--- src/hdl/ogds_pkg.sv ---
// Shared types and constants for the oscillator discipline step core.
package ogds_pkg;

  // Alarm event codes.
  localparam logic [1:0] ALARM_NONE   = 2'd0;
  localparam logic [1:0] ALARM_RAISED = 2'd1;
  localparam logic [1:0] ALARM_CEASED = 2'd2;

  // Outcome codes.
  localparam logic [1:0] OUTCOME_CAL   = 2'd0;
  localparam logic [1:0] OUTCOME_NOFIX = 2'd1;
  localparam logic [1:0] OUTCOME_SKIP  = 2'd2;

  // Thresholds of the tuning policy.
  localparam int SIG_FACTOR      = 100;
  localparam int ACC_SAVE_MAX    = 10000;
  localparam int ERR_SAVE_MAX    = 2000;
  localparam int HOURS_PER_DAY   = 24;
  localparam int SECONDS_PER_DAY = 24 * 60 * 60;

  // Warning interval, reset value and derived limits.
  localparam int WARN_DAYS_RESET = 7;
  localparam int WARN_HOURS_W    = 13;
  localparam int WARN_SECS_W     = 25;
  localparam logic [WARN_HOURS_W-1:0] WARN_HOURS_RESET =
    WARN_HOURS_W'(WARN_DAYS_RESET * HOURS_PER_DAY);
  localparam logic [WARN_SECS_W-1:0] WARN_SECS_RESET =
    WARN_SECS_W'(WARN_DAYS_RESET * SECONDS_PER_DAY);

  // Gain 3/2000 = 3/(16*125); the division by 125 is a reciprocal multiply.
  // ceil(2^35/125) is exact for every dividend below 2^28.
  localparam int               DIV_IN_W   = 28;
  localparam int               RECIP_W    = 29;
  localparam logic [RECIP_W-1:0] RECIP_125 = 29'd274877907;
  localparam int               RECIP_SH   = 35;
  localparam int               QUOT_W     = 21;
  localparam int               PROD_W     = DIV_IN_W + RECIP_W;

  // One measurement request, less the DAC code (its width is a parameter).
  typedef struct packed {
    logic              fix_fault;
    logic signed [30:0] freq_error;
    logic [30:0]       meas_accuracy;
    logic [15:0]       integration_sec;
    logic [23:0]       uptime_hours;
    logic [31:0]       fix_time_sec;
  } item_t;

  // Decisions drawn from the correction path.
  typedef struct packed {
    logic changed;
    logic significant;
    logic small_acc;
    logic small_err;
  } corr_t;

  // Result flags, less the DAC code.
  typedef struct packed {
    logic       apply_dac;
    logic       save_dac;
    logic       restart_measure;
    logic [1:0] alarm_event;
    logic       store_fix;
    logic       fix_lost;
    logic [1:0] outcome;
  } flags_t;

endpackage

--- src/hdl/ogds_policy.sv ---
// Alarm, store and save policy with the discipline state and the warning register.
module ogds_policy
  import ogds_pkg::*;
#(
  parameter int DAC_BITS = 12
) (
  input  logic                clk,
  input  logic                rst,
  input  logic                cfg_wr_en,
  input  logic [7:0]          cfg_wr_data,
  input  logic                commit,
  input  item_t               item,
  input  logic [DAC_BITS-1:0] dac_now,
  input  logic [DAC_BITS-1:0] dac_corr,
  input  corr_t               corr,
  output logic [DAC_BITS-1:0] dac_next,
  output flags_t              flags
);

  logic [WARN_HOURS_W-1:0] warn_hours;
  logic [WARN_SECS_W-1:0]  warn_secs;
  logic                    warn_active;
  logic [23:0]             last_store_hours;
  logic [31:0]             last_fix_sec;
  logic [DAC_BITS-1:0]     saved_dac;
  logic                    saved_valid;

  logic                    warn_active_next;
  logic [23:0]             last_store_hours_next;
  logic [31:0]             last_fix_sec_next;
  logic [DAC_BITS-1:0]     saved_dac_next;
  logic                    saved_valid_next;

  logic [24:0]             hours_limit;
  logic                    uptime_hit;
  logic [32:0]             fix_diff;
  logic                    fix_hit;
  logic [DAC_BITS-1:0]     saved_eff;

  // Warning limits are kept in hours and seconds, scaled when written.
  always_ff @(posedge clk) begin
    if (rst) begin
      warn_hours <= WARN_HOURS_RESET;
      warn_secs  <= WARN_SECS_RESET;
    end else if (cfg_wr_en) begin
      warn_hours <= WARN_HOURS_W'(cfg_wr_data) * WARN_HOURS_W'(HOURS_PER_DAY);
      warn_secs  <= WARN_SECS_W'(cfg_wr_data) * WARN_SECS_W'(SECONDS_PER_DAY);
    end
  end

  // Fix-loss tests: uptime since the last store, or age of the last fix.
  assign hours_limit = {1'b0, last_store_hours} + 25'(warn_hours);
  assign uptime_hit  = ({1'b0, item.uptime_hours} >= hours_limit);
  assign fix_diff    = {1'b0, item.fix_time_sec} - {1'b0, last_fix_sec};
  assign fix_hit     = !fix_diff[32] && (fix_diff[31:0] > 32'(warn_secs));

  // The first calibration takes the current code as the saved one.
  assign saved_eff = saved_valid ? saved_dac : dac_now;

  // Decision logic for one request.
  always_comb begin
    warn_active_next      = warn_active;
    last_store_hours_next = last_store_hours;
    last_fix_sec_next     = last_fix_sec;
    saved_dac_next        = saved_dac;
    saved_valid_next      = saved_valid;
    dac_next              = dac_now;
    flags                 = '0;
    flags.alarm_event     = ALARM_NONE;
    flags.outcome         = OUTCOME_CAL;

    priority if (item.fix_fault) begin
      flags.outcome         = OUTCOME_NOFIX;
      flags.restart_measure = 1'b1;
      if ((uptime_hit || fix_hit) && !warn_active) begin
        warn_active_next  = 1'b1;
        flags.alarm_event = ALARM_RAISED;
      end
    end else if (item.integration_sec == '0) begin
      flags.outcome = OUTCOME_SKIP;
    end else begin
      dac_next = dac_corr;
      if (warn_active) begin
        warn_active_next  = 1'b0;
        flags.alarm_event = ALARM_CEASED;
      end
      if (warn_active || (item.uptime_hours > last_store_hours)) begin
        last_fix_sec_next     = item.fix_time_sec;
        last_store_hours_next = item.uptime_hours;
        flags.store_fix       = 1'b1;
      end
      saved_valid_next = 1'b1;
      saved_dac_next   = saved_eff;
      if (corr.changed && corr.significant) begin
        flags.apply_dac       = 1'b1;
        flags.restart_measure = 1'b1;
      end else if (corr.small_acc) begin
        flags.restart_measure = 1'b1;
        if ((dac_now != saved_eff) && corr.small_err) begin
          flags.save_dac = 1'b1;
          saved_dac_next = dac_now;
        end
      end
    end

    flags.fix_lost = warn_active_next;
  end

  // State moves only when the request's result is registered.
  always_ff @(posedge clk) begin
    if (rst) begin
      warn_active      <= 1'b0;
      last_store_hours <= '0;
      last_fix_sec     <= '0;
      saved_dac        <= '0;
      saved_valid      <= 1'b0;
    end else if (commit) begin
      warn_active      <= warn_active_next;
      last_store_hours <= last_store_hours_next;
      last_fix_sec     <= last_fix_sec_next;
      saved_dac        <= saved_dac_next;
      saved_valid      <= saved_valid_next;
    end
  end

  // A new code is only applied on a calibrated request.
  assert property (@(posedge clk) disable iff (rst)
    flags.apply_dac |-> (flags.outcome == OUTCOME_CAL) && flags.restart_measure)
    else $error("apply_dac outside a calibrated request");

  // Applying and saving exclude each other.
  assert property (@(posedge clk) disable iff (rst)
    !(flags.apply_dac && flags.save_dac))
    else $error("apply_dac and save_dac together");

  // A raised alarm stays raised into the next request.
  assert property (@(posedge clk) disable iff (rst)
    (commit && (flags.alarm_event == ALARM_RAISED)) |=> warn_active)
    else $error("alarm raised but state not set");

  // A calibrated request always leaves the alarm cleared.
  assert property (@(posedge clk) disable iff (rst)
    (commit && (flags.outcome == OUTCOME_CAL)) |=> !warn_active)
    else $error("alarm still active after calibration");

  // After the first committed calibration a saved code exists.
  assert property (@(posedge clk) disable iff (rst)
    (commit && (flags.outcome == OUTCOME_CAL)) |=> saved_valid)
    else $error("saved code not marked valid");

endmodule

--- config.mk ---
export PLATFORM = sky130hd
export DESIGN_NAME = ogds_policy
export DESIGN_NICKNAME = d
export VERILOG_FILES = /design/src/hdl/ogds_pkg.sv /design/src/hdl/ogds_policy.sv
export SDC_FILE = /design/constraint.sdc
export NUM_CORES = 1
export LEC_CHECK = 0
export BUFFER_PORTS_ARGS = -buffer_cell sky130_fd_sc_hd__buf_2
export CAP_MARGIN = 20
export CORE_MARGIN = 4
export CORE_UTILIZATION = 61
export DETAILED_ROUTE_END_ITERATION = 8
export PLACE_DENSITY = 0.88
export SLEW_MARGIN = 30
export SYNTH_ARGS = -nofsm -noshare
export SYNTH_HDL_FRONTEND = slang
export SYNTH_SLANG_ARGS = --single-unit
export TNS_END_PERCENT = 5
--- constraint.sdc ---
create_clock -name clk -period 21.6 [get_ports clk]
set_clock_uncertainty 0.05 [all_clocks]
set_input_delay 5.4 -clock clk [delete_from_list [all_inputs] [get_ports clk]]
set_output_delay 5.4 -clock clk [all_outputs]
set_load 0.02 [all_outputs]
# Word-level counts from Yosys, hierarchy flattened
# Cells that the tools add are included.
[totals] register_bits=98 input_bits=175 output_inout_bits=21 wordCells=51
[op_classes] addsub=2 mul=2 n_lt_le_gt_ge=3 n_eq_ne=1 n_mux=23 bitwise=2 n_reduce_logical=11
[op_table] op="2-to-1 mux 12 bit" count=6
[op_table] op="subtractor 32 x 32 -> 33 bit" count=1
[op_table] op="greater-than comparator 32 x 25 -> 1 bit" count=1
[op_table] op="adder 24 x 13 -> 25 bit" count=1
[op_table] op=">= comparator 24 x 25 -> 1 bit" count=1
[op_table] op="greater-than comparator 24 bit" count=1
[op_table] op="multiplier 8 x 10 -> 18 bit (second input constant)" count=1
[op_table] op="zero test 16 bit" count=1
[op_table] op="!= test 12 bit" count=1
[op_table] op="multiplier 8 x 2 -> 10 bit (second input constant)" count=1
[op_table] op="2-to-1 mux 1 bit" count=10
[op_table] op="2-to-1 mux 2 bit" count=5
[op_table] op="2-to-1 mux 6 bit" count=1
[op_table] op="logical AND 1 bit" count=4
[op_table] op="AND reduction 4 bit" count=1
[op_table] op="2-to-1 mux 3 bit" count=1
[op_table] op="AND reduction 3 bit" count=1
[op_table] op="zero test 1 bit" count=2
[op_table] op="logical OR 1 bit" count=2
[op_table] op="inverter 1 bit" count=2

# Depth between registers and ports, before layout
# Gate-level depths: netlist of the first run.
[logic_depth] ltp_word=8 depth_mapped=25

# Least setup slack after synthesis of the first run
# Ideal clock, no wire load.
[synth_timing] path_type="input to output" startpoint="input item[0] (netlist bit)" endpoint="output flags[2] (netlist bit)" t_arrival_ps=9184 required_ps=16150 setup_slack_ps=6966 stages=24 path_buffers=1 path_cell_list="inv_1 -> ha_1 -> fa_1 -> and2b_1 -> o2111ai_2 -> a21oi_1 -> o211ai_1 -> a21boi_1 -> nor2_1 -> nor2_1 -> nor2_1 -> xnor2_1 -> ha_1 -> nand4_1 -> nor2_1 -> nand4_1 -> a2111oi_0 -> nand4_1 -> a21oi_1 -> and4_1 -> nand4b_1 -> nand4_1 -> nand3_1 -> buf_4"
[synth_via] elab_chain_cells=7 word_cells_on_any_way=8 classes_between="add/sub: 1; order compare: 1; mux: 2; reduce/logical: 4"
[synth_rtl] element="start, declared" line="ogds_policy.sv:12" source="input item_t item,"
[synth_rtl] element="subtractor 32 x 32 -> 33 bit *" line="ogds_policy.sv:54" source="assign fix_diff = {1'b0, item.fix_time_sec} - {1'b0, last_fix_sec};"
[synth_rtl] element="greater-than comparator 32 x 25 -> 1 bit or zero test 1 bit (tied branches)" line="ogds_policy.sv:55" source="assign fix_hit = !fix_diff[32] && (fix_diff[31:0] > 32'(warn_secs));"
[synth_rtl] element="logical AND 1 bit *" line="ogds_policy.sv:55"
[synth_rtl] element="logical OR 1 bit *" line="ogds_policy.sv:75" source="if ((uptime_hit || fix_hit) && !warn_active) begin"
[synth_rtl] element="logical AND 1 bit *" line="ogds_policy.sv:75"
[synth_rtl] element="2-to-1 mux 1 bit *" line="ogds_policy.sv:75"
[synth_rtl] element="2-to-1 mux 1 bit *" line="ogds_policy.sv:72" source="priority if (item.fix_fault) begin"
[synth_rtl] element="end, declared" line="ogds_policy.sv:17" source="output flags_t flags"
# Mark *: on every way between the ends. The rest lies on a longest branch, timed or not.

==> results of run 1 <==
-- cell type report --
type	instances	share of cell area, %
Tap cell	188	2.265
Inverter	123	4.446
Multi-Input combinational cell	877	65.45
Clock buffer	10	2.301
Timing Repair Buffer	135	6.555
Sequential cell	95	18.32
Clock inverter	6	0.6627
-- cell families (layout without fill, tap and decap cells) --
logic type	count (synthesis)	after routing	share of synthesized area (%)
simple gates	320	320	15.78
fa+ha+maj	171	171	24.13
buf+inv	155	274	7.336
mux	99	99	10.76
compound gates	222	222	15.61
flops	95	95	20.31
xor+xnor	65	65	6.080
-- path summary, 6_finish.rpt --
path	endpoint	startpoint	cells after the start
max reg2reg	warn_active	last_fix_sec[0]	22
min	warn_secs[11]	warn_secs[11]	2
min reg2reg	warn_secs[11]	warn_secs[11]	2
max	flags[2]	item[0]	25
-- worst max-delay path: cells and delay by family --
family,cells,cell delay (ns)
AND/OR/NAND/NOR,12,1.76
AO/OA/AOI/OAI,6,1.49
adder cells (fa/ha/maj),3,0.96
buffers and inverters,3,0.31
XOR/XNOR,1,0.15
-- registers in the layout (all words and copies together) (netlist names) --
name	flops
warn_secs	18
warn_active	1
saved_dac	12
last_store_hours	24
last_fix_sec	32
warn_hours	7
saved_valid	1
-- cell usage in the layout (no fill, tap or decap), drive strengths merged, types with 11 or more instances in the layout --
master    n
a21o     30
xnor2    37
inv     123
nor2    146
o21ai    41
nand3    17
nand4    26
xor2     28
o21a     11
a21oi    69
o211ai   13
fa       16
buf     135
mux2i    86
ha      155
and3     12
dfxtp    95
nand2    63
nor4     13
mux2     13
-- metal layers --
layer  up-vias  track usage [%]
met5         -                0
met4         0            6.826
met3        32            5.038
met2       245            45.18
met1      3789            29.00
li1       4159                -
-- power by group --
group          switching, mW  internal [mW]
combinational          0.150          0.116
sequential           0.00896          0.190
clock                 0.0748         0.0936
==> summary.txt, run 1 <==
Outcome
  – Status: complete, no violations

CTS
  – Longest Clk Path Bufs: 2
  – Post-CTS setup buffer count: 0
  – Num CTS Buffers: 9
  – Clk_lat worst skew: between 0.3 and 0.4 ns
  – Root Buffer: clkbuf_16
  – CTS Sinks: 95
  – CTS tree: yes
  – Hold_buf cts: 0
  – Clk slew on worst S/H paths: 0.06 ns
  – # H-tree levels: 3
  – Post_cts resized: 0

Synthesis
  – Mapped cell area: around 0.0094 sq mm
  – Library cells used by synthesis: 69
  – Synth area leaders: ha_1 (21%), dfxtp_1 (20%), mux2i_1 (9.2%)
  – Yosys warns: 0
  – Post-synth top cells: ha_1 (155), nor2_1 (145), inv_1 (122)
  – Synth area leader: ha_1
  – Async SR Flop Fraction: 0%
  – Count leader, synth: ha_1
  – Seq cells post-synth: 95
  – Yosys top cell area share: 20.71%
  – Top FF cell, synth: dfxtp_1
  – Number of cells produced by synthesis: between 1000 and 1500
  – Syn_nets: 1473
  – EDFF count, synth: 0
  – Register area share after synthesis: 20.31%
  – Syn avg cell area: 8.309 sq um

Die
  – Vert. Die Dim: 131.9 um
  – IO Count: 196
  – Die area: 0.01740 sq mm
  – Initial core utilization: 61.83%
  – Core area: 0.01515 sq mm
  – DIE WIDTH: 131.9 um
  – FP Rows: 45

Worst setup path
  – CP Class: in2out
  – Crit path largest cell delay: 0.46 ns
  – Slowest CP cell: a2111oi_0
  – Crit path required time: 16.15 ns
  – Critical path fanouts, max: 4
  – Reg2Reg Setup Slack: 16.81 ns
  – Crit. End Element: primary output
  – Startpoint types: input port
  – Worst Path Arrival: ~10 ns

Cells and area
  – Share of cells above drive strength 1: between 10 and 15%
  – Final instance area: 0.01038 sq mm
  – Nets: approximately 1600
  – Register area: around 0.0019 sq mm
  – Layout Cells excl Fill: 1434
  – Area of the multi-input gates: 0.006797 sq mm
  – Antenna Cells: 0
  – P&R area growth vs syn: 10.89%
  – Final core utilization: 68.56%
  – FILL cells: 1188

Global routing
  – Largest net degree at the start of global routing: 88
  – Initial antenna violation count: 0
  – GRT Util Overall: 24.62%
  – First-pass GRT wire length: around 36000 um
  – Number of global-route vias before repair: 8209
  – Total grt overflow: 0

Drt
  – WL met1: 9103 um
  – Initial DRC Count: around 320
  – Antenna Nets Post-Route: 0
  – Top Metal Used: met4
  – Met2 wire len: between 10000 and 15000 um
  – Via-to-Cell Ratio: 5.736
  – DR vias: 8225
  – Wire length on met3: 1171 um
  – DRC viols: 0
  – Overall routed net length: 21470 um
  – Wire length per cell: 14.97 um
  – Pre-antenna DRT Iters: 7

Power
  – Peak supply drop: between 0.05 and 0.06 mV
  – Power per cell area: 60.94 mW/mm^2
  – Lkg Pwr: 5.166 nW
  – Power Total: 632.8 uW

Placement
  – Routability Congestion: 0.9363
  – Placement Setup Slack: 6.159 ns
  – Input/output buffers: 133
  – DP HPWL: 17400 um
  – Inst Count DP: 1418
  – Placed inst area: 0.01007 sq mm

Flow run
  – Max cap viols: 0

STA
  – Fin. max-slew vios: 0
  – Setup violations, final: 0
  – Worst-Margin Slew: 0.9030 ns
  – Unrepaired setup endpoints after global routing: false
  – Setup TNS: 0 ns
  – Final worst setup slack: 6.087 ns
  – Fin crit share: a little under three quarters
  – Max Clk Rate: 64.46 MHz
  – Min cycle time layout: 15.51 ns
  – Max_slew headroom: 39.80%
  – Hold slack: 0.4445 ns
  – Count of final hold-check violations: 0

Worst hold path
  – Worst hold path type: reg2reg
(Power assumes the default switching activity.)
==> run 2: changes to the inputs <==
Settings changed: CORE_UTILIZATION 61 to 57, PLACE_DENSITY 0.88 to 0.83.
Clock period 21.6 ns to 15.5 ns, I/O delays scaled along.
==> run 2 against run 1 <==
Net effect: routed wire length shrank 0.43%; largest cell class unchanged; non-clock buffer count is the same; power grew 39%; critical path type unchanged; core utilization shrank 3.5 points; critical endpoint is now flags[4].
==> summary.txt, run 2 (synthesis gave the netlist of run 1 again) <==
Outcome
  – Status: complete, no violations

STA
  – Max Clk Rate: 80.61 MHz
  – Unrepaired setup endpoints after global routing: false
  – Setup violations, final: 0
  – Final worst setup slack: 3.095 ns
  – Min cycle time layout: 12.41 ns
  – Max_slew headroom: 36.83%
  – Setup TNS: 0 ns
  – Fin. max-slew vios: 0
  – Worst-Margin Slew: 0.9396 ns
  – Fin crit share: 80.04%
  – Count of final hold-check violations: 0

Global routing
  – Initial antenna violation count: 0
  – First-pass GRT wire length: 35520 um
  – Total grt overflow: 0
  – Largest net degree at the start of global routing: 88
  – GRT Util Overall: 23.43%
  – Number of global-route vias before repair: 7923

Cells and area
  – Share of cells above drive strength 1: 14.45%
  – Register area: 0.001902 sq mm
  – P&R area growth vs syn: 11.18%
  – Nets: 1587
  – Antenna Cells: 0
  – Largest registers: last_fix_sec x32, last_store_hours x24, warn_secs x18
  – Number of flip-flops in the largest register: 32
  – Leading cell types in the layout, fill and taps excluded: ha_1 (155), nor2_1 (145), buf_2 (133)
  – Area of the multi-input gates: around 0.0068 sq mm
  – Layout Cells excl Fill: ~1500
  – Commonest non-fill, non-tap cell in the layout: ha_1
  – Final core utilization: 65.07%
  – Top reg by flops: last_fix_sec
  – FILL cells: between 1000 and 1500

Die
  – Initial core utilization: 58.52%
  – DIE WIDTH: 136.2 um
  – Core area: 0.01600 sq mm
  – FP Rows: 46
  – IO Count: 196
  – Vert. Die Dim: 136.2 um
  – Die area: about 0.019 sq mm

Worst setup path
  – Crit. End Element: primary output
  – Startpoint types: input port
  – R2R Path Start: last_fix_sec[0]
  – Crit path required time: 11.58 ns
  – FF-to-FF path depth: 22
  – Critical path fanouts, max: 4
  – Crit path depth: 25
  – Critical register-to-register path endpoint: warn_active
  – Crit-path leading delay family: simple AND/OR/NAND/NOR gates
  – Crit path largest cell delay: 0.42 ns
  – CP Class: in2out
  – Crit path to: flags[4]
  – Slowest CP cell: fa_1
  – Worst Path Arrival: 8.48 ns
  – WP buf/inv: 3
  – Crit. Startpoint: item[0]
  – Reg2Reg Setup Slack: around 11 ns

Drt
  – Overall routed net length: around 21000 um
  – Pre-antenna DRT Iters: 8
  – DR vias: 8214
  – Wire length on met3: 1310 um
  – Wire length per cell: 14.62 um
  – DRC viols: 0
  – Initial DRC Count: 441
  – WL met1: 9316 um
  – Antenna Nets Post-Route: 0
  – Via-to-Cell Ratio: 5.618
  – Met2 wire len: 10410 um
  – Top Metal Used: met4

Power
  – Peak supply drop: approximately 0.064 mV
  – Power per cell area: between 80 and 90 mW/mm^2
  – Lkg Pwr: between 5 and 6 nW

Placement
  – Input/output buffers: between 100 and 150
  – DP HPWL: 17480 um
  – Routability Congestion: 0.8892
  – Placement Setup Slack: 3.178 ns
  – Inst Count DP: 1446

CTS
  – # H-tree levels: 3
  – Hold_buf cts: 0
  – Post-CTS setup buffer count: 0
  – Post_cts resized: 0
  – Num CTS Buffers: 9
  – Longest Clk Path Bufs: 2
  – CTS tree: yes
  – CTS Sinks: 95
  – Clk slew on worst S/H paths: ~0.060 ns
  – Root Buffer: clkbuf_16
  – Clk_lat worst skew: 0.36 ns

Worst hold path
  – Worst hold path type: reg2reg

Flow run
  – Max cap viols: 0
==> run 2: cell count changes in the layout (fill, tap and decap cells not counted) <==
cell,delta
clkinvlp_4,+1
clkinv_2,-1
clkbuf_8,-1
inv_6,+1
o31ai_1,+1
o31ai_2,-1
==> run 2: worst min-delay path by stage <==
stage / to / cells after the start / slack [ns] / startpoint
global placement: last_fix_sec[5] / 2 / 0.42 / last_fix_sec[5]
CTS: warn_secs[16] / 2 / 0.45 / warn_secs[16]
finish: last_fix_sec[11] / 2 / 0.44 / last_fix_sec[11]
detailed placement: warn_secs[10] / 2 / 0.43 / warn_secs[10]
global route: warn_secs[16] / 2 / 0.47 / warn_secs[16]
floorplan: warn_hours[7] / 2 / 0.40 / warn_hours[7]
==> run 2: worst min-delay path, stage by stage, from the launching register on <==
cell and delay (ns):
dfxtp_1 0.32, mux2i_1 0.07, nor2_1 0.07
==> run 2: final cells by class <==
cell class / instances / area share [%]
multi-input cells: 877 / 65.23
clock inverters: 7 / 0.7691
well taps: 216 / 2.596
repair buffers: 135 / 6.538
inverters: 123 / 4.435
clock buffers: 9 / 2.163
flip-flops and latches: 95 / 18.27
==> run 2: routing by layer <==
metal | global-route usage, % | vias up
li1 | - | 4162
met1 | 28.63 | 3780
met2 | 42.68 | 242
met3 | 4.256 | 30
met4 | 5.263 | 0
met5 | 0 | -
==> run 2: where the power goes <==
part	total [mW]	leakage [nW]	switching [mW]	internal (mW)
Combinational	0.370	4.24	0.208	0.162
Sequential	0.276	0.778	0.0120	0.264
Clock	0.232	0.143	0.106	0.127
==> run 2: per-stage QoR <==
stage | hold slack, ns | power [mW] | instance area (sq um)
after global placement | 0.4243 | 0.6342 | 10100
after detailed placement | 0.4308 | 0.6476 | 10100
after global routing | 0.4651 | 0.9425 | 10410
after floorplan | 0.4008 | 0.5580 | 9364
after CTS | 0.4458 | 0.8827 | 10410
final | 0.4442 | 0.8782 | 10410
